===== config.mk =====
export PLATFORM = sky130hd
export DESIGN_NAME = palette16_color_blend
export DESIGN_NICKNAME = d
export VERILOG_FILES = /design/src/p16cb_pkg.sv /design/src/p16cb_palette.sv /design/src/p16cb_blend.sv /design/src/p16cb_scale.sv /design/src/palette16_color_blend.sv
export VERILOG_INCLUDE_DIRS = /design/src /design/src/src
export SDC_FILE = /design/constraint.sdc
export NUM_CORES = 2
export LEC_CHECK = 0
export ABC_AREA = 1
export BUFFER_PORTS_ARGS = -buffer_cell sky130_fd_sc_hd__buf_2
export CORE_MARGIN = 2
export CORE_UTILIZATION = 53
export DETAILED_ROUTE_END_ITERATION = 10
export PLACE_DENSITY = 0.65
export SETUP_SLACK_MARGIN = 0.5
export SYNTH_ARGS = -nofsm -noshare
export SYNTH_HDL_FRONTEND = slang
export SYNTH_HIERARCHICAL = 1
export SYNTH_SLANG_ARGS = --single-unit

===== constraint.sdc =====
create_clock -name clk -period 6.6 [get_ports clk]
set_clock_uncertainty 0.2 [all_clocks]
set_input_delay 0.33 -clock clk [delete_from_list [all_inputs] [get_ports clk]]
set_output_delay 0.33 -clock clk [all_outputs]
set_load 0.02 [all_outputs]

===== src/palette16_color_blend_defines.svh =====
// Assertion macros for the palette blend block.
// No dependencies; taken in by the top level.
`ifndef PALETTE16_COLOR_BLEND_DEFINES_SVH
`define PALETTE16_COLOR_BLEND_DEFINES_SVH

// same-cycle implication
`define P16CB_ASSERT_NOW(label, clk, rst, ante, cons) \
  label: assert property (@(posedge clk) disable iff (rst) (ante) |-> (cons)) \
    else $error("p16cb check failed");

// next-cycle implication
`define P16CB_ASSERT_NEXT(label, clk, rst, ante, cons) \
  label: assert property (@(posedge clk) disable iff (rst) (ante) |=> (cons)) \
    else $error("p16cb check failed");

`endif


===== src/p16cb_pkg.sv =====
// Types and constants shared by the palette blend block.
// No dependencies.
package p16cb_pkg;

  localparam int REG_COUNT  = 8;
  localparam int REG_AW     = $clog2(REG_COUNT);
  localparam int CFG_IDX_W  = 4;
  localparam int PAIR_W     = 48;
  localparam int ENTRY_W    = 24;
  localparam int CH_W       = 8;
  localparam int PROD_W     = 17;
  localparam int NOWRAP_SPAN = 239;
  localparam logic [7:0] BRI_OFF  = 8'd0;
  localparam logic [7:0] BRI_FULL = 8'd255;

  typedef enum logic [1:0] {
    MODE_NONE       = 2'd0,
    MODE_LINEAR     = 2'd1,
    MODE_NOWRAP     = 2'd2,
    MODE_LINEAR_ALT = 2'd3
  } mode_t;

  // [2] red, [1] green, [0] blue
  typedef logic [2:0][CH_W-1:0] rgb_t;

  typedef struct packed {
    logic       valid;
    logic       blend;
    logic [3:0] lo;
    logic       sel_a;
    logic       sel_b;
    logic [7:0] bri;
  } blend_ctl_t;

  typedef struct packed {
    logic       valid;
    logic [7:0] bri;
  } scale_ctl_t;

endpackage


===== src/p16cb_palette.sv =====
// Palette store: eight 48-bit entry pairs, one write port, two registered reads.
// Depends on p16cb_pkg.
module p16cb_palette
  import p16cb_pkg::*;
(
  input  logic              clk,
  input  logic              rst,
  input  logic              wr_en,
  input  logic [REG_AW-1:0] wr_addr,
  input  logic [PAIR_W-1:0] wr_data,
  input  logic [REG_AW-1:0] rd_addr_a,
  input  logic [REG_AW-1:0] rd_addr_b,
  output logic [PAIR_W-1:0] rd_data_a,
  output logic [PAIR_W-1:0] rd_data_b
);

  logic [PAIR_W-1:0]    mem [REG_COUNT];
  logic [REG_COUNT-1:0] filled;

  always_ff @(posedge clk) begin
    if (rst) begin
      filled <= '0;
    end else if (wr_en) begin
      filled[wr_addr] <= 1'b1;
    end
  end

  always_ff @(posedge clk) begin
    if (wr_en) begin
      mem[wr_addr] <= wr_data;
    end
    rd_data_a <= filled[rd_addr_a] ? mem[rd_addr_a] : '0;
    rd_data_b <= filled[rd_addr_b] ? mem[rd_addr_b] : '0;
  end

endmodule


===== src/p16cb_blend.sv =====
// Blend stages: weighted products, then sum of the two scaled entries.
// Depends on p16cb_pkg.
module p16cb_blend
  import p16cb_pkg::*;
(
  input  logic              clk,
  input  logic              rst,
  input  blend_ctl_t        ctl,
  input  logic [PAIR_W-1:0] pair_a,
  input  logic [PAIR_W-1:0] pair_b,
  output scale_ctl_t        out_ctl,
  output rgb_t              ch
);

  rgb_t                    e1, e2;
  logic [7:0]              f2;
  logic [8:0]              w1, w2;
  logic [2:0][PROD_W-1:0]  prod_a_next, prod_b_next;
  logic [2:0][PROD_W-1:0]  prod_a, prod_b;
  scale_ctl_t              mid_ctl;
  rgb_t                    ch_next;

  // no blend: weights 256 and 0 pass the entry through
  always_comb begin
    e1 = ctl.sel_a ? pair_a[PAIR_W-1:ENTRY_W] : pair_a[ENTRY_W-1:0];
    e2 = ctl.sel_b ? pair_b[PAIR_W-1:ENTRY_W] : pair_b[ENTRY_W-1:0];
    f2 = {ctl.lo, 4'b0000};
    w2 = ctl.blend ? 9'(f2) + 9'd1 : 9'd0;
    w1 = ctl.blend ? 9'd256 - 9'(f2) : 9'd256;
    for (int c = 0; c < 3; c++) begin
      prod_a_next[c] = PROD_W'(e1[c]) * PROD_W'(w1);
      prod_b_next[c] = PROD_W'(e2[c]) * PROD_W'(w2);
    end
  end

  always_ff @(posedge clk) begin
    prod_a <= prod_a_next;
    prod_b <= prod_b_next;
    if (rst) begin
      mid_ctl.valid <= 1'b0;
    end else begin
      mid_ctl <= '{valid: ctl.valid, bri: ctl.bri};
    end
  end

  // sum wraps at 8 bits
  always_comb begin
    for (int c = 0; c < 3; c++) begin
      ch_next[c] = prod_a[c][15:8] + prod_b[c][15:8];
    end
  end

  always_ff @(posedge clk) begin
    ch <= ch_next;
    if (rst) begin
      out_ctl.valid <= 1'b0;
    end else begin
      out_ctl <= mid_ctl;
    end
  end

endmodule


===== src/p16cb_scale.sv =====
// Brightness stage and output register.
// Depends on p16cb_pkg.
module p16cb_scale
  import p16cb_pkg::*;
(
  input  logic       clk,
  input  logic       rst,
  input  scale_ctl_t ctl,
  input  rgb_t       ch,
  output logic       strobe,
  output logic [7:0] red,
  output logic [7:0] green,
  output logic [7:0] blue
);

  logic [8:0]             factor;
  logic [2:0][PROD_W-1:0] prod_next, prod;

  // off -> 0, full -> 256 (unity), else bri+2
  always_comb begin
    case (ctl.bri)
      BRI_OFF:  factor = 9'd0;
      BRI_FULL: factor = 9'd256;
      default:  factor = 9'(ctl.bri) + 9'd2;
    endcase
    for (int c = 0; c < 3; c++) begin
      prod_next[c] = PROD_W'(ch[c]) * PROD_W'(factor);
    end
  end

  always_ff @(posedge clk) begin
    prod <= prod_next;
    if (rst) begin
      strobe <= 1'b0;
    end else begin
      strobe <= ctl.valid;
    end
  end

  assign red   = prod[2][15:8];
  assign green = prod[1][15:8];
  assign blue  = prod[0][15:8];

endmodule


===== src/palette16_color_blend.sv =====
// Top level of the sixteen-entry palette lookup with linear blend.
// Depends on p16cb_pkg, p16cb_palette, p16cb_blend, p16cb_scale and the defines header.
//
//   channel   handshake               payload
//   input     start / busy            color_index, brightness, mode
//   result    strobe (one cycle)      red, green, blue
//   config    cfg_valid / cfg_ready   cfg_index, cfg_data
//
// One beat per clock in while busy is low, one per clock out; the stages from accept
// to strobe are index remap, palette read, blend products, blend sum and brightness.
// Synchronous reset clears the palette valid bits and the stage valid bits;
// busy is high while reset is held and in the cycle after it is released, low otherwise.
// The receiver cannot stall; the pipeline never holds.
`include "palette16_color_blend_defines.svh"

module palette16_color_blend
  import p16cb_pkg::*;
(
  input  logic                 clk,
  input  logic                 rst,
  input  logic                 start,
  output logic                 busy,
  input  logic [7:0]           color_index,
  input  logic [7:0]           brightness,
  input  logic [1:0]           mode,
  output logic                 strobe,
  output logic [7:0]           red,
  output logic [7:0]           green,
  output logic [7:0]           blue,
  input  logic                 cfg_valid,
  output logic                 cfg_ready,
  input  logic [CFG_IDX_W-1:0] cfg_index,
  input  logic [PAIR_W-1:0]    cfg_data
);

  logic        accept;
  logic [15:0] remap_prod;
  logic [7:0]  idx_eff;

  logic       s1_valid;
  logic [3:0] s1_hi, s1_lo;
  logic       s1_blend;
  logic [7:0] s1_bri;
  logic [3:0] hi_adj;

  blend_ctl_t        s2_ctl;
  logic [PAIR_W-1:0] pair_a, pair_b;
  scale_ctl_t        s4_ctl;
  rgb_t              s4_ch;
  logic              wr_en;

  always_ff @(posedge clk) begin
    if (rst) begin
      busy <= 1'b1;
    end else begin
      busy <= 1'b0;
    end
  end

  assign accept    = start && !busy;
  assign cfg_ready = 1'b1;
  assign wr_en     = cfg_valid && (cfg_index < CFG_IDX_W'(REG_COUNT));

  // no-wrap remap: (index * 240) >> 8
  assign remap_prod = 16'(color_index) * 16'(NOWRAP_SPAN + 1);
  assign idx_eff    = (mode == MODE_NOWRAP) ? remap_prod[15:8] : color_index;

  always_ff @(posedge clk) begin
    s1_hi    <= idx_eff[7:4];
    s1_lo    <= idx_eff[3:0];
    s1_blend <= (mode != MODE_NONE) && (idx_eff[3:0] != 4'd0);
    s1_bri   <= brightness;
    if (rst) begin
      s1_valid <= 1'b0;
    end else begin
      s1_valid <= accept;
    end
  end

  assign hi_adj = s1_hi + 4'd1;

  always_ff @(posedge clk) begin
    if (rst) begin
      s2_ctl.valid <= 1'b0;
    end else begin
      s2_ctl <= '{valid: s1_valid, blend: s1_blend, lo: s1_lo,
                  sel_a: s1_hi[0], sel_b: hi_adj[0], bri: s1_bri};
    end
  end

  p16cb_palette u_palette (
    .clk       (clk),
    .rst       (rst),
    .wr_en     (wr_en),
    .wr_addr   (cfg_index[REG_AW-1:0]),
    .wr_data   (cfg_data),
    .rd_addr_a (s1_hi[3:1]),
    .rd_addr_b (hi_adj[3:1]),
    .rd_data_a (pair_a),
    .rd_data_b (pair_b)
  );

  p16cb_blend u_blend (
    .clk     (clk),
    .rst     (rst),
    .ctl     (s2_ctl),
    .pair_a  (pair_a),
    .pair_b  (pair_b),
    .out_ctl (s4_ctl),
    .ch      (s4_ch)
  );

  p16cb_scale u_scale (
    .clk    (clk),
    .rst    (rst),
    .ctl    (s4_ctl),
    .ch     (s4_ch),
    .strobe (strobe),
    .red    (red),
    .green  (green),
    .blue   (blue)
  );

  `P16CB_ASSERT_NOW(a_latency, clk, rst, accept, ##5 strobe)
  `P16CB_ASSERT_NEXT(a_black, clk, rst,
    s4_ctl.valid && s4_ctl.bri == BRI_OFF,
    red == 8'd0 && green == 8'd0 && blue == 8'd0)
  `P16CB_ASSERT_NEXT(a_unity, clk, rst,
    s4_ctl.valid && s4_ctl.bri == BRI_FULL,
    red == $past(s4_ch[2]) && green == $past(s4_ch[1]) && blue == $past(s4_ch[0]))

endmodule

==> impl_metrics.json <==
{
  "hold_slack_ps": 28.3,
  "drv_slew": 0,
  "hold_viol": 0,
  "syn-num-nets": 6221,
  "synth_cells": 5604,
  "final_antenna_net_count": 0,
  "max_clock_freq_ghz": 0.181,
  "worstPathCellList": "nand2_1, nor2_4, nand2_2, nand2_1, inv_1, nand3_2, inv_1, nand2_1, fa_1, fa_1, fa_1, fa_1, inv_1, ha_1, a21oi_1, o21ai_0, a221oi_1, nand2_1, nand2_1, nand2_1",
  "numCtsBuffers": 72,
  "vias": 35200,
  "grt_pass1_wl_um": 185000,
  "wire_per_inst_um": 17.1,
  "reg2reg_slack_ps": 1080,
  "viasPerCell": 5.16,
  "cp_max_fo": 19,
  "die_h_um": 293,
  "netlist_top_cells_count": "1828 x nand2_1, 1081 x inv_1, 466 x nand3_1",
  "cts_tree": "built",
  "crit_top_cell": "nand2_1",
  "yosys_warnings": 6,
  "antenna_found_initial": 4,
  "worst-path-buf-inv": 3,
  "synthTopCellsByArea": "edfxtp_1 28%, nand2_1 16%, fa_1 10%",
  "crit_family": "adder cells",
  "r2r_end": "u_scale/green[7]",
  "worstHoldPathCells": 4,
  "maxCapViolCount": 0,
  "grt_max_degree": 169,
  "p_leak_nw": 25.6,
  "die_area_mm2": 0.0858,
  "gp_congestion": 0.910,
  "portBuffers": 99,
  "yosysMostFrequentCell": "nand2_1",
  "die_w_um": 293,
  "hold_path_class": "in -> reg",
  "clock_path_buffers": 3,
  "synth_area_mm2": 0.0443,
  "dpl.hpwl_um": 77700,
  "required_ps": 6920,
  "ys_seq_area_share_pct": 38.2,
  "reg2reg_from": "u_blend/out_ctl[4]",
  "slew_headroom_pct": 27.9,
  "synth-edff-count": 415,
  "hold_end": "s1_lo[2]",
  "cts.sinks": 638,
  "postSynthAreaPerCell_um2": 7.90,
  "cts_hold_buffers": 79,
  "min_period_ps": 5520,
  "path_class": "reg -> reg",
  "dr_wl_met2_um": 56800,
  "fin_tns_setup_ps": 0,
  "ff2ff_path_depth": 20,
  "drt_pass1_iterations": 5,
  "crit_path_start_kind": "flop",
  "wl_met1_um": 48200,
  "slowest_delay_ps": 580,
  "remaining_drc_errors": 0,
  "vdd_drop_max_mv": 0.246,
  "start_util_pct": 53.7,
  "drive_above_1_share_pct": 6.59,
  "grt_setup_unrepaired": "no",
  "ys_types": 52,
  "clkTransAtPathRegs_ps": 60,
  "fillers": 7304,
  "finalCritPeriodShare_pct": 83.7,
  "dr.max_layer_used": "met5",
  "slowest_stage": "fa_1",
  "wl_met3_um": 8170,
  "endpoint_kind": "flop",
  "grt_overflow": 0,
  "placement_rows": 105,
  "cp.arrival_ps": 5850,
  "drtIter0Drc": 2743,
  "p_per_area_mw_per_mm2": 341,
  "min_from": "mode[0]",
  "ctsResizeCount": 0,
  "num-nets-final": 6313,
  "area_growth_pct": 9.84,
  "gr-usage-all-layers_pct": 27.5,
  "finalSetupViolations": 0,
  "clk_latency_ps": 660,
  "grt_pass1_vias": 34900,
  "h-tree-depth": 3,
  "postCtsSetupBuffers": 0,
  "core_area_mm2": 0.0824,
  "synth_top_area_share_pct": 28.2,
  "ioPinCount": 101,
  "routed_wl_um": 117000,
  "ys_ff_latch": 638,
  "synth.largest_area_cell": "edfxtp_1",
  "root_buffer": "clkbuf_16",
  "status": "complete, no violations",
  "tightest_slew_ps": 1070,
  "ys.flop_type": "edfxtp_1",
  "async_flop_share_pct": 0
}
kinds of logic (layout without fill, tap and decap cells):
group | count (synthesis) | after routing | synth area share [%]
multiplexers | 13 | 13 | 0.294
adder cells (fa/ha/maj) | 543 | 543 | 19.2
other | 1 | 2 | 0.00847
XOR/XNOR | 81 | 81 | 1.60
buffers and inverters | 1320 | 1471 | 12.2
AND/OR/NAND/NOR | 2806 | 2806 | 25.9
flip-flops | 638 | 638 | 38.2
AO/OA/AOI/OAI | 202 | 202 | 2.54
worst max path at each step:
stage	start	to	slack [ps]	cells past startpoint
floorplan	u_blend/out_ctl[1]	u_scale/green[7]	1710	22
global placement	u_blend/out_ctl[4]	u_scale/green[7]	1190	20
detailed placement	u_blend/out_ctl[4]	u_scale/green[7]	1140	20
CTS	u_blend/out_ctl[4]	u_scale/green[7]	1110	20
global route	u_blend/out_ctl[4]	u_scale/green[7]	660	20
finish	u_blend/out_ctl[4]	u_scale/green[7]	1080	20
final cells by class:
cell class	count	area, um2	share of cell area, %
antenna	1	2.50	0.00515
clock buffer	98	2040	4.19
clock inverter	35	505	1.04
inverter	1124	4230	8.71
multi-input combinational	3646	22000	45.2
sequential	638	16900	34.8
tap	1070	1340	2.75
timing repair buffer	214	1570	3.23
routing by layer:
layer | track usage, % | vias to the layer above
li1 | - | 17300
met5 | 0 | -
met1 | 34.7 | 16500
met2 | 48.3 | 1188
met4 | 9.24 | 6
met3 | 3.85 | 238
worst min-delay path, cell delays in order:
cell and delay [ps]:
buf_2 90, nor2_1 170, nand3_2 140, nand2_2 70
sequential cells by signal, summed over array words and instances, names as in the netlist, 9 cells and up:
register	count
u_blend/ch	24
u_blend/out_ctl	9
u_palette/rd_data_a	48
s2_ctl	16
u_palette/rd_data_b	48
u_blend/prod_a	24
u_blend/prod_b	24
u_blend/mid_ctl	9
u_palette/mem	384
placed cells by master, fill, tap and decap left out, types with 95 or more instances in the layout:
cell type	n
a21oi_1	95
nand3_1	466
nand2_1	1827
fa_1	228
nor2_1	400
dfxtp_1	220
buf_2	99
inv_1	1073
edfxtp_1	415
ha_1	314
through the flow:
step	setup WS (ps)	std cells	utilization (%)	power, mW	area, um2
floorplan	1710	5604	-	10.5	44300
global placement	1190	6613	55.0	12.3	45300
detailed placement	1140	6613	55.0	12.4	45300
CTS	1110	6825	59.0	16.7	48600
global route	664	6826	59.0	17.9	48600
finish	1080	6826	59.0	16.6	48600
power by group:
| part | internal, mW | switching [mW] |
|---|---|---|
| Sequential | 4.71 | 0.281 |
| Clock | 2.45 | 1.74 |
| Combinational | 2.50 | 4.89 |
| Total | 9.66 | 6.92 |
Power figures use the tool's default switching activity.
